### config.mk
export PLATFORM = sky130hd
export DESIGN_NAME = keyed_reading_table_flat
export DESIGN_NICKNAME = d
export VERILOG_FILES = /design/src/rtl/core/krt_pkg.sv /design/src/rtl/core/krt_in_if.sv /design/src/rtl/core/krt_out_if.sv /design/src/rtl/core/krt_ram.sv /design/src/rtl/core/keyed_reading_table.sv /design/src/flat_wrapper.sv
export VERILOG_INCLUDE_DIRS = /design/src /design/src/rtl/core
export SDC_FILE = /design/constraint.sdc
export NUM_CORES = 2
export LEC_CHECK = 0
export BUFFER_PORTS_ARGS = -buffer_cell sky130_fd_sc_hd__clkbuf_2
export CELL_PAD_IN_SITES_DETAIL_PLACEMENT = 1
export CELL_PAD_IN_SITES_GLOBAL_PLACEMENT = 2
export CORE_MARGIN = 5
export CORE_UTILIZATION = 48
export CTS_BUF_LIST = sky130_fd_sc_hd__clkbuf_8
export DETAILED_ROUTE_END_ITERATION = 7
export PLACE_DENSITY = 0.79
export SLEW_MARGIN = 5
export SYNTH_ARGS = -nofsm -noshare
export SYNTH_HDL_FRONTEND = slang
export SYNTH_SLANG_ARGS = --single-unit
### constraint.sdc
create_clock -name i_clk -period 8.5 [get_ports i_clk]
set_input_delay 2.55 -clock i_clk [delete_from_list [all_inputs] [get_ports i_clk]]
set_output_delay 2.55 -clock i_clk [all_outputs]
set_load 0.05 [all_outputs]
### src/rtl/core/keyed_reading_table_assert.svh
// assertion macros shared by the keyed reading table rtl
// each check is sampled on i_clk and held off while i_rst_n is low
`ifndef KEYED_READING_TABLE_ASSERT_SVH
`define KEYED_READING_TABLE_ASSERT_SVH

`ifndef SYNTHESIS

// condition implies consequence in the same cycle
`define KRT_ASSERT_SAME(label, cond, cons) \
    label: assert property (@(posedge i_clk) disable iff (!i_rst_n) (cond) |-> (cons)) \
        else $error("keyed reading table check failed");

// condition implies consequence in the next cycle
`define KRT_ASSERT_NEXT(label, cond, cons) \
    label: assert property (@(posedge i_clk) disable iff (!i_rst_n) (cond) |=> (cons)) \
        else $error("keyed reading table check failed");

`else

`define KRT_ASSERT_SAME(label, cond, cons)
`define KRT_ASSERT_NEXT(label, cond, cons)

`endif

`endif

### src/rtl/core/krt_pkg.sv
`default_nettype none

package krt_pkg;

    // action codes of a request
    localparam logic [1:0] ACT_PUT   = 2'd0;
    localparam logic [1:0] ACT_GET   = 2'd1;
    localparam logic [1:0] ACT_CLEAR = 2'd2;

    // single precision exponent field
    localparam int unsigned EXP_MSB = 30;
    localparam int unsigned EXP_LSB = 23;

    // response status codes
    typedef enum logic [2:0] {
        STAT_UPDATED  = 3'd0,
        STAT_INSERTED = 3'd1,
        STAT_DROPPED  = 3'd2,
        STAT_REJECTED = 3'd3,
        STAT_HIT      = 3'd4,
        STAT_MISS     = 3'd5,
        STAT_CLEARED  = 3'd6
    } t_status;

    // sequencer states
    typedef enum logic [1:0] {
        ST_IDLE,
        ST_SCAN,
        ST_RESP
    } t_state;

    // one stored table entry
    typedef struct packed {
        logic [31:0] sensor;
        logic [31:0] metric;
        logic [31:0] value;
        logic [31:0] stamp;
    } t_entry;

endpackage

`default_nettype wire

### src/rtl/core/krt_in_if.sv
`default_nettype none

// request channel
interface krt_in_if;
    logic        valid;
    logic        ready;
    logic [1:0]  action;
    logic [31:0] sensor_key;
    logic [31:0] metric_key;
    logic [31:0] value_bits;
    logic [31:0] now_ms;

    modport source (
        output valid, action, sensor_key, metric_key, value_bits, now_ms,
        input  ready
    );

    modport sink (
        input  valid, action, sensor_key, metric_key, value_bits, now_ms,
        output ready
    );
endinterface

`default_nettype wire

### src/rtl/core/krt_out_if.sv
`default_nettype none

// response channel
interface krt_out_if;
    logic              valid;
    logic              ready;
    krt_pkg::t_status  status;
    logic [31:0]       value_out;
    logic [31:0]       age_ms;

    modport source (
        output valid, status, value_out, age_ms,
        input  ready
    );

    modport sink (
        input  valid, status, value_out, age_ms,
        output ready
    );
endinterface

`default_nettype wire

### src/rtl/core/krt_ram.sv
`default_nettype none

module krt_ram #(
    parameter  int WIDTH = 128,
    parameter  int DEPTH = 16,
    localparam int AW    = (DEPTH > 1) ? $clog2(DEPTH) : 1
) (
    input  wire logic             i_clk,
    input  wire logic             i_we,
    input  wire logic [AW-1:0]    i_waddr,
    input  wire logic [WIDTH-1:0] i_wdata,
    input  wire logic             i_re,
    input  wire logic [AW-1:0]    i_raddr,
    output logic      [WIDTH-1:0] o_rdata
);

    logic [WIDTH-1:0] r_mem [DEPTH];

    // one write port, one registered read port
    always_ff @(posedge i_clk) begin
        if (i_we) begin
            r_mem[i_waddr] <= i_wdata;
        end
        if (i_re) begin
            o_rdata <= r_mem[i_raddr];
        end
    end

endmodule

`default_nettype wire

### src/rtl/core/keyed_reading_table.sv
// keyed reading table: latest reading per (sensor, metric) key pair
// request channel i_req carries action, sensor_key, metric_key, value_bits
// and now_ms; response channel o_rsp carries status, value_out and age_ms.
// every request gives exactly one response, in request order.
// put and get scan the table one entry per cycle through a single compare
// unit on the entry ram read port; a key match ends the scan early.
// clear, rejected puts, unused actions and gets with an empty key skip
// the scan and go straight from acceptance to the response state.
// the block takes one request at a time: i_req.ready is high only when the
// sequencer is idle.
// a finished response sits in an output register; the next request is
// accepted while it waits, and its result is held in the sequencer until
// o_rsp.ready drains the register, so nothing is lost under stall.
// reset clears all entry valid bits and the control state; the entry ram
// itself is not cleared and only valid entries can ever match a key.
`default_nettype none

`include "keyed_reading_table_assert.svh"

module keyed_reading_table #(
    parameter  int TABLE_DEPTH = 16,
    localparam int AW          = (TABLE_DEPTH > 1) ? $clog2(TABLE_DEPTH) : 1,
    localparam int CW          = $clog2(TABLE_DEPTH + 1)
) (
    input  wire logic  i_clk,
    input  wire logic  i_rst_n,
    krt_in_if.sink     i_req,
    krt_out_if.source  o_rsp
);

    localparam int          ENTRY_W  = $bits(krt_pkg::t_entry);
    localparam logic [AW-1:0] LAST_IDX = AW'(TABLE_DEPTH - 1);

    // control state
    krt_pkg::t_state          r_state, n_state;
    logic [CW-1:0]            r_idx, n_idx;
    logic                     r_cmp_vld, n_cmp_vld;
    logic [AW-1:0]            r_cmp_idx, n_cmp_idx;
    logic                     r_free_found, n_free_found;
    logic [AW-1:0]            r_free_idx, n_free_idx;
    logic [TABLE_DEPTH-1:0]   r_valid, n_valid;
    logic                     r_out_valid, n_out_valid;

    // request payload
    logic [1:0]               r_action, n_action;
    logic [31:0]              r_sensor, n_sensor;
    logic [31:0]              r_metric, n_metric;
    logic [31:0]              r_value, n_value;
    logic [31:0]              r_now, n_now;

    // pending result and output register
    krt_pkg::t_status         r_res_status, n_res_status;
    logic [31:0]              r_res_value, n_res_value;
    logic [31:0]              r_res_age, n_res_age;
    krt_pkg::t_status         r_out_status, n_out_status;
    logic [31:0]              r_out_value, n_out_value;
    logic [31:0]              r_out_age, n_out_age;

    // entry ram ports
    logic                     ram_we;
    logic [AW-1:0]            ram_waddr;
    logic [ENTRY_W-1:0]       ram_wdata;
    logic                     ram_re;
    logic [ENTRY_W-1:0]       ram_rdata;
    krt_pkg::t_entry          rd_entry;
    krt_pkg::t_entry          wr_entry;

    // scan compare and insert flags
    logic                     key_match;
    logic                     slot_free;
    logic                     do_insert;

    // check terms
    logic                     clear_accept;
    logic                     out_zero;

    krt_ram #(
        .WIDTH (ENTRY_W),
        .DEPTH (TABLE_DEPTH)
    ) u_ram (
        .i_clk   (i_clk),
        .i_we    (ram_we),
        .i_waddr (ram_waddr),
        .i_wdata (ram_wdata),
        .i_re    (ram_re),
        .i_raddr (r_idx[AW-1:0]),
        .o_rdata (ram_rdata)
    );

    assign rd_entry  = krt_pkg::t_entry'(ram_rdata);
    assign wr_entry  = '{sensor: r_sensor, metric: r_metric, value: r_value, stamp: r_now};
    assign ram_wdata = ENTRY_W'(wr_entry);

    // shared compare unit on the entry read last cycle
    assign key_match = r_valid[r_cmp_idx] && (rd_entry.sensor == r_sensor)
                       && (rd_entry.metric == r_metric);
    assign slot_free = !r_valid[r_cmp_idx];

    // handshake outputs
    assign i_req.ready     = (r_state == krt_pkg::ST_IDLE);
    assign o_rsp.valid     = r_out_valid;
    assign o_rsp.status    = r_out_status;
    assign o_rsp.value_out = r_out_value;
    assign o_rsp.age_ms    = r_out_age;

    // sequencer next state and datapath
    always_comb begin
        n_state      = r_state;
        n_idx        = r_idx;
        n_cmp_vld    = r_cmp_vld;
        n_cmp_idx    = r_cmp_idx;
        n_free_found = r_free_found;
        n_free_idx   = r_free_idx;
        n_valid      = r_valid;
        n_out_valid  = r_out_valid;
        n_action     = r_action;
        n_sensor     = r_sensor;
        n_metric     = r_metric;
        n_value      = r_value;
        n_now        = r_now;
        n_res_status = r_res_status;
        n_res_value  = r_res_value;
        n_res_age    = r_res_age;
        n_out_status = r_out_status;
        n_out_value  = r_out_value;
        n_out_age    = r_out_age;
        ram_we       = 1'b0;
        ram_waddr    = r_cmp_idx;
        ram_re       = 1'b0;
        do_insert    = 1'b0;

        // output register drains on a completed transaction
        if (r_out_valid && o_rsp.ready) begin
            n_out_valid = 1'b0;
        end

        case (r_state)
            krt_pkg::ST_IDLE: begin
                if (i_req.valid) begin
                    n_action     = i_req.action;
                    n_sensor     = i_req.sensor_key;
                    n_metric     = i_req.metric_key;
                    n_value      = i_req.value_bits;
                    n_now        = i_req.now_ms;
                    n_res_value  = '0;
                    n_res_age    = '0;
                    n_idx        = '0;
                    n_cmp_vld    = 1'b0;
                    n_free_found = 1'b0;
                    n_state      = krt_pkg::ST_RESP;
                    case (i_req.action)
                        krt_pkg::ACT_PUT: begin
                            if ((&i_req.value_bits[krt_pkg::EXP_MSB:krt_pkg::EXP_LSB])
                                || (i_req.sensor_key == '0) || (i_req.metric_key == '0)) begin
                                n_res_status = krt_pkg::STAT_REJECTED;
                            end else begin
                                n_state = krt_pkg::ST_SCAN;
                            end
                        end
                        krt_pkg::ACT_GET: begin
                            if ((i_req.sensor_key == '0) || (i_req.metric_key == '0)) begin
                                n_res_status = krt_pkg::STAT_MISS;
                            end else begin
                                n_state = krt_pkg::ST_SCAN;
                            end
                        end
                        krt_pkg::ACT_CLEAR: begin
                            n_valid      = '0;
                            n_res_status = krt_pkg::STAT_CLEARED;
                        end
                        default: begin
                            n_res_status = krt_pkg::STAT_REJECTED;
                        end
                    endcase
                end
            end

            krt_pkg::ST_SCAN: begin
                // issue the next entry read
                if (r_idx < CW'(TABLE_DEPTH)) begin
                    ram_re    = 1'b1;
                    n_idx     = r_idx + CW'(1);
                    n_cmp_vld = 1'b1;
                    n_cmp_idx = r_idx[AW-1:0];
                end else begin
                    n_cmp_vld = 1'b0;
                end

                // check the entry read last cycle
                if (r_cmp_vld) begin
                    if (key_match) begin
                        n_state   = krt_pkg::ST_RESP;
                        n_cmp_vld = 1'b0;
                        if (r_action == krt_pkg::ACT_PUT) begin
                            ram_we       = 1'b1;
                            n_res_status = krt_pkg::STAT_UPDATED;
                        end else begin
                            n_res_status = krt_pkg::STAT_HIT;
                            n_res_value  = rd_entry.value;
                            n_res_age    = r_now - rd_entry.stamp;
                        end
                    end else begin
                        if (slot_free && !r_free_found) begin
                            n_free_found = 1'b1;
                            n_free_idx   = r_cmp_idx;
                        end
                        if (r_cmp_idx == LAST_IDX) begin
                            n_state   = krt_pkg::ST_RESP;
                            n_cmp_vld = 1'b0;
                            if (r_action == krt_pkg::ACT_PUT) begin
                                if (r_free_found || slot_free) begin
                                    do_insert    = 1'b1;
                                    ram_we       = 1'b1;
                                    ram_waddr    = r_free_found ? r_free_idx : r_cmp_idx;
                                    n_valid[ram_waddr] = 1'b1;
                                    n_res_status = krt_pkg::STAT_INSERTED;
                                end else begin
                                    n_res_status = krt_pkg::STAT_DROPPED;
                                end
                            end else begin
                                n_res_status = krt_pkg::STAT_MISS;
                            end
                        end
                    end
                end
            end

            krt_pkg::ST_RESP: begin
                // load the output register once it is free
                if (!r_out_valid || o_rsp.ready) begin
                    n_out_valid  = 1'b1;
                    n_out_status = r_res_status;
                    n_out_value  = r_res_value;
                    n_out_age    = r_res_age;
                    n_state      = krt_pkg::ST_IDLE;
                end
            end

            default: begin
                n_state = krt_pkg::ST_IDLE;
            end
        endcase
    end

    // control registers
    always_ff @(posedge i_clk) begin
        if (!i_rst_n) begin
            r_state      <= krt_pkg::ST_IDLE;
            r_idx        <= '0;
            r_cmp_vld    <= 1'b0;
            r_free_found <= 1'b0;
            r_valid      <= '0;
            r_out_valid  <= 1'b0;
        end else begin
            r_state      <= n_state;
            r_idx        <= n_idx;
            r_cmp_vld    <= n_cmp_vld;
            r_free_found <= n_free_found;
            r_valid      <= n_valid;
            r_out_valid  <= n_out_valid;
        end
    end

    // payload registers
    always_ff @(posedge i_clk) begin
        r_cmp_idx    <= n_cmp_idx;
        r_free_idx   <= n_free_idx;
        r_action     <= n_action;
        r_sensor     <= n_sensor;
        r_metric     <= n_metric;
        r_value      <= n_value;
        r_now        <= n_now;
        r_res_status <= n_res_status;
        r_res_value  <= n_res_value;
        r_res_age    <= n_res_age;
        r_out_status <= n_out_status;
        r_out_value  <= n_out_value;
        r_out_age    <= n_out_age;
    end

    // terms used by the checks below
    assign clear_accept = i_req.valid && i_req.ready && (i_req.action == krt_pkg::ACT_CLEAR);
    assign out_zero     = (r_out_value == '0) && (r_out_age == '0);

    // a clear transaction empties the table
    `KRT_ASSERT_NEXT(a_clear_empties, clear_accept, r_valid == '0)

    // an insert claims exactly one new slot
    `KRT_ASSERT_NEXT(a_insert_one, do_insert, $countones(r_valid) == $past($countones(r_valid)) + 1)

    // only a hit carries value and age
    `KRT_ASSERT_SAME(a_nonhit_zero, r_out_valid && (r_out_status != krt_pkg::STAT_HIT), out_zero)

    // the ram is written only while scanning
    `KRT_ASSERT_SAME(a_write_in_scan, ram_we, r_state == krt_pkg::ST_SCAN)

endmodule

`default_nettype wire
### src/flat_wrapper.sv
// flat-port wrapper written by rule: the top's interface ports become plain ports
module keyed_reading_table_flat 
#(
    parameter  int TABLE_DEPTH = 16,
    localparam int AW          = (TABLE_DEPTH > 1) ? $clog2(TABLE_DEPTH) : 1,
    localparam int CW          = $clog2(TABLE_DEPTH + 1)
)
  (i_clk, i_rst_n, i_req_valid, i_req_action, i_req_sensor_key, i_req_metric_key, i_req_value_bits, i_req_now_ms, i_req_ready, o_rsp_valid, o_rsp_status, o_rsp_value_out, o_rsp_age_ms, o_rsp_ready);
  krt_in_if i_req_i ();
  krt_out_if o_rsp_i ();
  input  wire logic i_clk;
  input  wire logic i_rst_n;
  input wire logic [$bits(i_req_i.valid)-1:0] i_req_valid;
  input wire logic [$bits(i_req_i.action)-1:0] i_req_action;
  input wire logic [$bits(i_req_i.sensor_key)-1:0] i_req_sensor_key;
  input wire logic [$bits(i_req_i.metric_key)-1:0] i_req_metric_key;
  input wire logic [$bits(i_req_i.value_bits)-1:0] i_req_value_bits;
  input wire logic [$bits(i_req_i.now_ms)-1:0] i_req_now_ms;
  output wire logic [$bits(i_req_i.ready)-1:0] i_req_ready;
  output wire logic [$bits(o_rsp_i.valid)-1:0] o_rsp_valid;
  output wire logic [$bits(o_rsp_i.status)-1:0] o_rsp_status;
  output wire logic [$bits(o_rsp_i.value_out)-1:0] o_rsp_value_out;
  output wire logic [$bits(o_rsp_i.age_ms)-1:0] o_rsp_age_ms;
  input wire logic [$bits(o_rsp_i.ready)-1:0] o_rsp_ready;
  assign i_req_i.valid = i_req_valid;
  assign i_req_i.action = i_req_action;
  assign i_req_i.sensor_key = i_req_sensor_key;
  assign i_req_i.metric_key = i_req_metric_key;
  assign i_req_i.value_bits = i_req_value_bits;
  assign i_req_i.now_ms = i_req_now_ms;
  assign i_req_ready = i_req_i.ready;
  assign o_rsp_valid = o_rsp_i.valid;
  assign o_rsp_status = o_rsp_i.status;
  assign o_rsp_value_out = o_rsp_i.value_out;
  assign o_rsp_age_ms = o_rsp_i.age_ms;
  assign o_rsp_i.ready = o_rsp_ready;
  keyed_reading_table #(.TABLE_DEPTH(TABLE_DEPTH)) u_core (.i_clk(i_clk), .i_rst_n(i_rst_n), .i_req(i_req_i), .o_rsp(o_rsp_i));
endmodule
==> results.md <==
Placed design:
- The weighted congestion reported at the end of routability-driven placement is 0.743.
- Before CTS, the worst setup slack after placement is 2590 ps.
- The number of buffer cells added on primary ports is 202.
- The final HPWL from detailed placement is 115000 um.
- The number of cells in the design after placement is 6522.

Cells and area:
- The share of final-layout standard cells stronger than drive strength 1 is 30.2%.
- The net count reported at finish is 4577.
- The library cell used most frequently in the layout, excluding fill and tap cells, is sky130_fd_sc_hd__edfxtp_1.
- The layout overhead on the synthesized area is 12.5%.
- In the layout the commonest cells are 2448 x sky130_fd_sc_hd__edfxtp_1, 642 x sky130_fd_sc_hd__mux4_2, 411 x sky130_fd_sc_hd__clkbuf_8, 202 x sky130_fd_sc_hd__clkbuf_2, 181 x sky130_fd_sc_hd__inv_1.
- Counting the fill cells in the layout gives 16.5k.
- The final standard cell count with taps included and fillers excluded is 7231.
- The core occupancy in the finished layout is 54.3%.

Critical path:
- The maximum cell stage delay along the critical path is 1090 ps.
- The arrival time reported for the critical path endpoint is 6000 ps.
- Traced cell by cell, the critical path runs through xor2_1, nor4_1, nand4_1, nor3_4, o21ai_0, nor2_4, buf_12.
- At the worst endpoint, the required time is 9150 ps.
- The worst-case register-to-register setup slack is 3150 ps.
- The kind of capture point of the worst setup path is a register.
- The worst register-to-register path ends at u_core.u_ram.r_mem[13][88].
- Together, buffers and inverters on the worst path number 1.
- The slowest stage of the critical path belongs to the cell sky130_fd_sc_hd__nor2_4.
- The setup path with the least slack is of type register to register.
- In this run the critical register-to-register path is launched from u_core.r_metric[18].
- The maximum fanout count along the critical path is 52.
- Measured in cells, the most critical reg-to-reg path has a length of 7.
- STA classifies the critical path startpoint as a register.
- The cell type group with the largest total delay on the critical path is simple AND/OR/NAND/NOR gates.

Clock network:
- Clock tree synthesis found a total of 2474 sinks.
- Clock latency on the worst-skew pair, taken at its later pin, is 1060 ps.
- The root buffer cell is sky130_fd_sc_hd__clkbuf_8.
- The clock transition at the register clock pins on the worst setup and hold paths after CTS is 60 ps.
- The number of buffers inserted for hold repair after clock tree synthesis is 0.
- The CTS tree is built.
- The number of gates given a new drive strength after cts is 0.
- The total setup buffers inserted after CTS is 0.
- The worst-case clock buffer depth is 4.
- The clock tree synthesis step divided the H-tree into 5 levels.
- In this run, CTS created clock tree buffers numbering 407.

Floorplan:
- The starting density of the core is 48.3%.
- The initialized floorplan defines 161 standard-cell rows.
- From bottom edge to top edge, the die measures 450 um.
- The horizontal die dimension is 450 um.
- The die area is 0.203 mm2.
- The region available for standard cell placement spans 0.193 mm2.
- During I/O placement, the number of pins put on the boundary was 203.

Pwr:
- Total power for the finished layout comes to 24.1 mW.
- In this run the power density over the cells is 230 mW/mm2.
- Summed over all cells, the static leakage comes to 32.7 nW.
- The peak supply drop is 146 uV.

Route:
- In this run, the number of DRC markers left after iteration 0 of detailed routing was 4829.
- After detailed routing, the average wire length per cell comes to 30.6 um.
- The detail route stage leaves a number of antenna-violating nets equal to 0.
- The number of vias in the routed layout is 43.0k.
- Summed over all layers, the routed wires come to 221000 um.
- The number of optimization iterations in the first detailed-route pass is 5.
- Dividing the detail-routed via count by the number of cells gives 5.95.
- The DRC violations left is 0.

Timing:
- The final hold violation count is 0.
- The slew at the pin closest to its max-slew limit is 1340 ps.
- The sum of negative setup slack is 0 ps.
- The max-slew violation count is 0.
- The post-route worst setup slack is 3150 ps.
- For the finished layout, the period the worst path requires is 5350 ps.
- The highest achievable clock rate is 0.187 GHz.
- The final critical path takes up 62.9% of the cycle.
- The worst slew margin relative to its limit is 10.1%.
- Clock skew on the completed layout was measured at 70.4 ps.
- The total of endpoints with negative setup slack in the final report is 0.
- Setup repair after global routing left no endpoint under its margin.

Status:
- The flow ran to the end, and the final reports show no timing, DRC or antenna violations.

Min path:
- The worst hold path was traced through 0 stages.
- The tightest min-delay check is of the register to register type.
- The worst hold path startpoint is u_core.r_res_value[27].
- For hold timing, the worst endpoint is u_core.o_rsp.value_out[27].

Logic synthesis:
- During synthesis, Yosys emitted a total of 0 warnings.
- The synthesized netlist net count is 4060.
- For this run, asynchronously set or reset flops after synthesis account for 0%.
- The most used flip-flop cell after synthesis is sky130_fd_sc_hd__edfxtp_1.
- The mean post-synth cell area is 23.9 um2.
- Counting distinct cell types in the post-synthesis netlist gives 58.
- In this run, synthesis inferred 2448 flip-flops with an integrated enable.
- After technology mapping, the gate count stands at 3888.
- Sequential cells were found to cover 79.5% of the synthesized design area.
- Synthesis inferred 2474 register bits.
- The cell area that synthesis handed to floorplanning was 0.0931 mm2.

Run:
- Across the run, the number of max-cap violations was 0.

Global route:
- The global-route wire length before repair is 325000 um.
- The leftover overflow at the end of global routing is 0.
- Entering global routing, the biggest net connects 135 pins.
- The global-route usage over all layers is 21.9%.
- The initial antenna violation count was 6.
- The number of global-route vias before repair was 46.6k.
sequential cells by signal, indices dropped and copies added (netlist names), 3 cells and up:
signal and cells:
u_core.u_ram.r_mem 2048, u_core.u_ram.o_rdata 128, u_core.o_rsp.age_ms 32, u_core.o_rsp.value_out 32, u_core.r_metric 32, u_core.r_now 32, u_core.r_res_age 32, u_core.r_res_value 32
u_core.r_sensor 32, u_core.r_value 32, u_core.r_valid 16, u_core.r_idx 5, u_core.r_cmp_idx 4, u_core.r_free_idx 4, u_core.o_rsp.status 3, u_core.r_res_status 3
synthesized netlist by cell type (4+ instances only):
cell type	count	area share, %
sky130_fd_sc_hd__buf_2	43	0.23
sky130_fd_sc_hd__nor4_1	28	0.19
sky130_fd_sc_hd__nor3_1	11	0.059
sky130_fd_sc_hd__and2_1	38	0.26
sky130_fd_sc_hd__xnor2_1	44	0.41
sky130_fd_sc_hd__ha_1	37	0.50
sky130_fd_sc_hd__nand4_1	23	0.15
sky130_fd_sc_hd__inv_1	46	0.19
sky130_fd_sc_hd__o211ai_1	7	0.056
sky130_fd_sc_hd__nand3_1	15	0.081
sky130_fd_sc_hd__nor2b_1	14	0.094
sky130_fd_sc_hd__nand2b_1	12	0.081
sky130_fd_sc_hd__o21ai_0	37	0.20
sky130_fd_sc_hd__mux4_2	642	16
sky130_fd_sc_hd__xor2_1	44	0.41
sky130_fd_sc_hd__nor2_1	67	0.27
sky130_fd_sc_hd__o22ai_1	4	0.027
sky130_fd_sc_hd__a21boi_0	4	0.032
sky130_fd_sc_hd__buf_1	14	0.056
sky130_fd_sc_hd__o21a_1	6	0.048
sky130_fd_sc_hd__o21bai_1	6	0.048
sky130_fd_sc_hd__and3_1	9	0.060
sky130_fd_sc_hd__edfxtp_1	2448	79
sky130_fd_sc_hd__a21o_1	11	0.089
sky130_fd_sc_hd__clkbuf_1	104	0.42
sky130_fd_sc_hd__mux2i_1	6	0.065
sky130_fd_sc_hd__nand2_1	52	0.21
sky130_fd_sc_hd__dfxtp_1	26	0.56
sky130_fd_sc_hd__a31oi_1	11	0.074
sky130_fd_sc_hd__a21oi_1	39	0.21
final cells by class:
class | count | area (um2) | area share, %
clock buffers | 411 | 5660 | 5.40
flip-flops and latches | 2474 | 74000 | 70.7
inverters | 46 | 180 | 0.172
diodes | 4 | 10.0 | 0.00956
clock inverters | 294 | 1470 | 1.40
well taps | 2526 | 3160 | 3.02
repair buffers | 270 | 1780 | 1.70
multi-input cells | 1206 | 18400 | 17.6
report_power, final:
part           leakage, nW  switching (mW)  internal [mW]
clock network         4.14            4.56           4.77
logic                 6.14           0.511          0.374
registers             22.4           0.266           13.6
cells by family after synthesis:
family,count (synthesis),share of synthesized area (%)
buffers and inverters,208,0.904
flip-flops,2474,79.5
AO/OA/AOI/OAI,145,0.990
adder cells (fa/ha/maj),38,0.519
multiplexers,651,15.7
XOR/XNOR,88,0.828
AND/OR/NAND/NOR,284,1.59
stage by stage:
step	area [um2]	hold WS (ps)
after floorplan	93100	400
after global placement	97600	401
after detailed placement	97600	406
after CTS	105000	418
after global routing	105000	422
final	105000	413
worst register-to-register path, delay by kind of cell, from the launching register on:
family          cells  cell delay [ps]
flops               1              690
simple gates        4             2730
compound gates      1              640
buf+inv             1              490
xor+xnor            1              330
how the worst max path moves through the flow:
stage	from	end	slack, ps	cells past startpoint
6_report	u_core.r_metric[18]	u_core.u_ram.r_mem[13][88]	3150	7
5_1_grt	u_core.r_metric[18]	u_core.u_ram.r_mem[13][84]	2970	7
4_1_cts	u_core.r_metric[31]	u_core.u_ram.r_mem[1][26]	3070	8
3_5_place_dp	i_req_metric_key[5]	u_core.r_res_status[1]	2590	8
3_3_place_gp	i_req_metric_key[5]	u_core.r_res_status[0]	2700	8
2_1_floorplan	u_core.r_sensor[23]	u_core.u_ram.r_mem[3][0]	340	9
metal layers:
layer | GRT usage, % | up-vias | share of wire [%]
met4 | 6.97 | 0 | 2.8
met3 | 4.06 | 369 | 6.5
met2 | 36.7 | 1874 | 51
met1 | 29.4 | 23138 | 40
li1 | - | 17650 | -
met5 | 0 | - | 0
No activity file was read; power rests on OpenSTA's default activity.
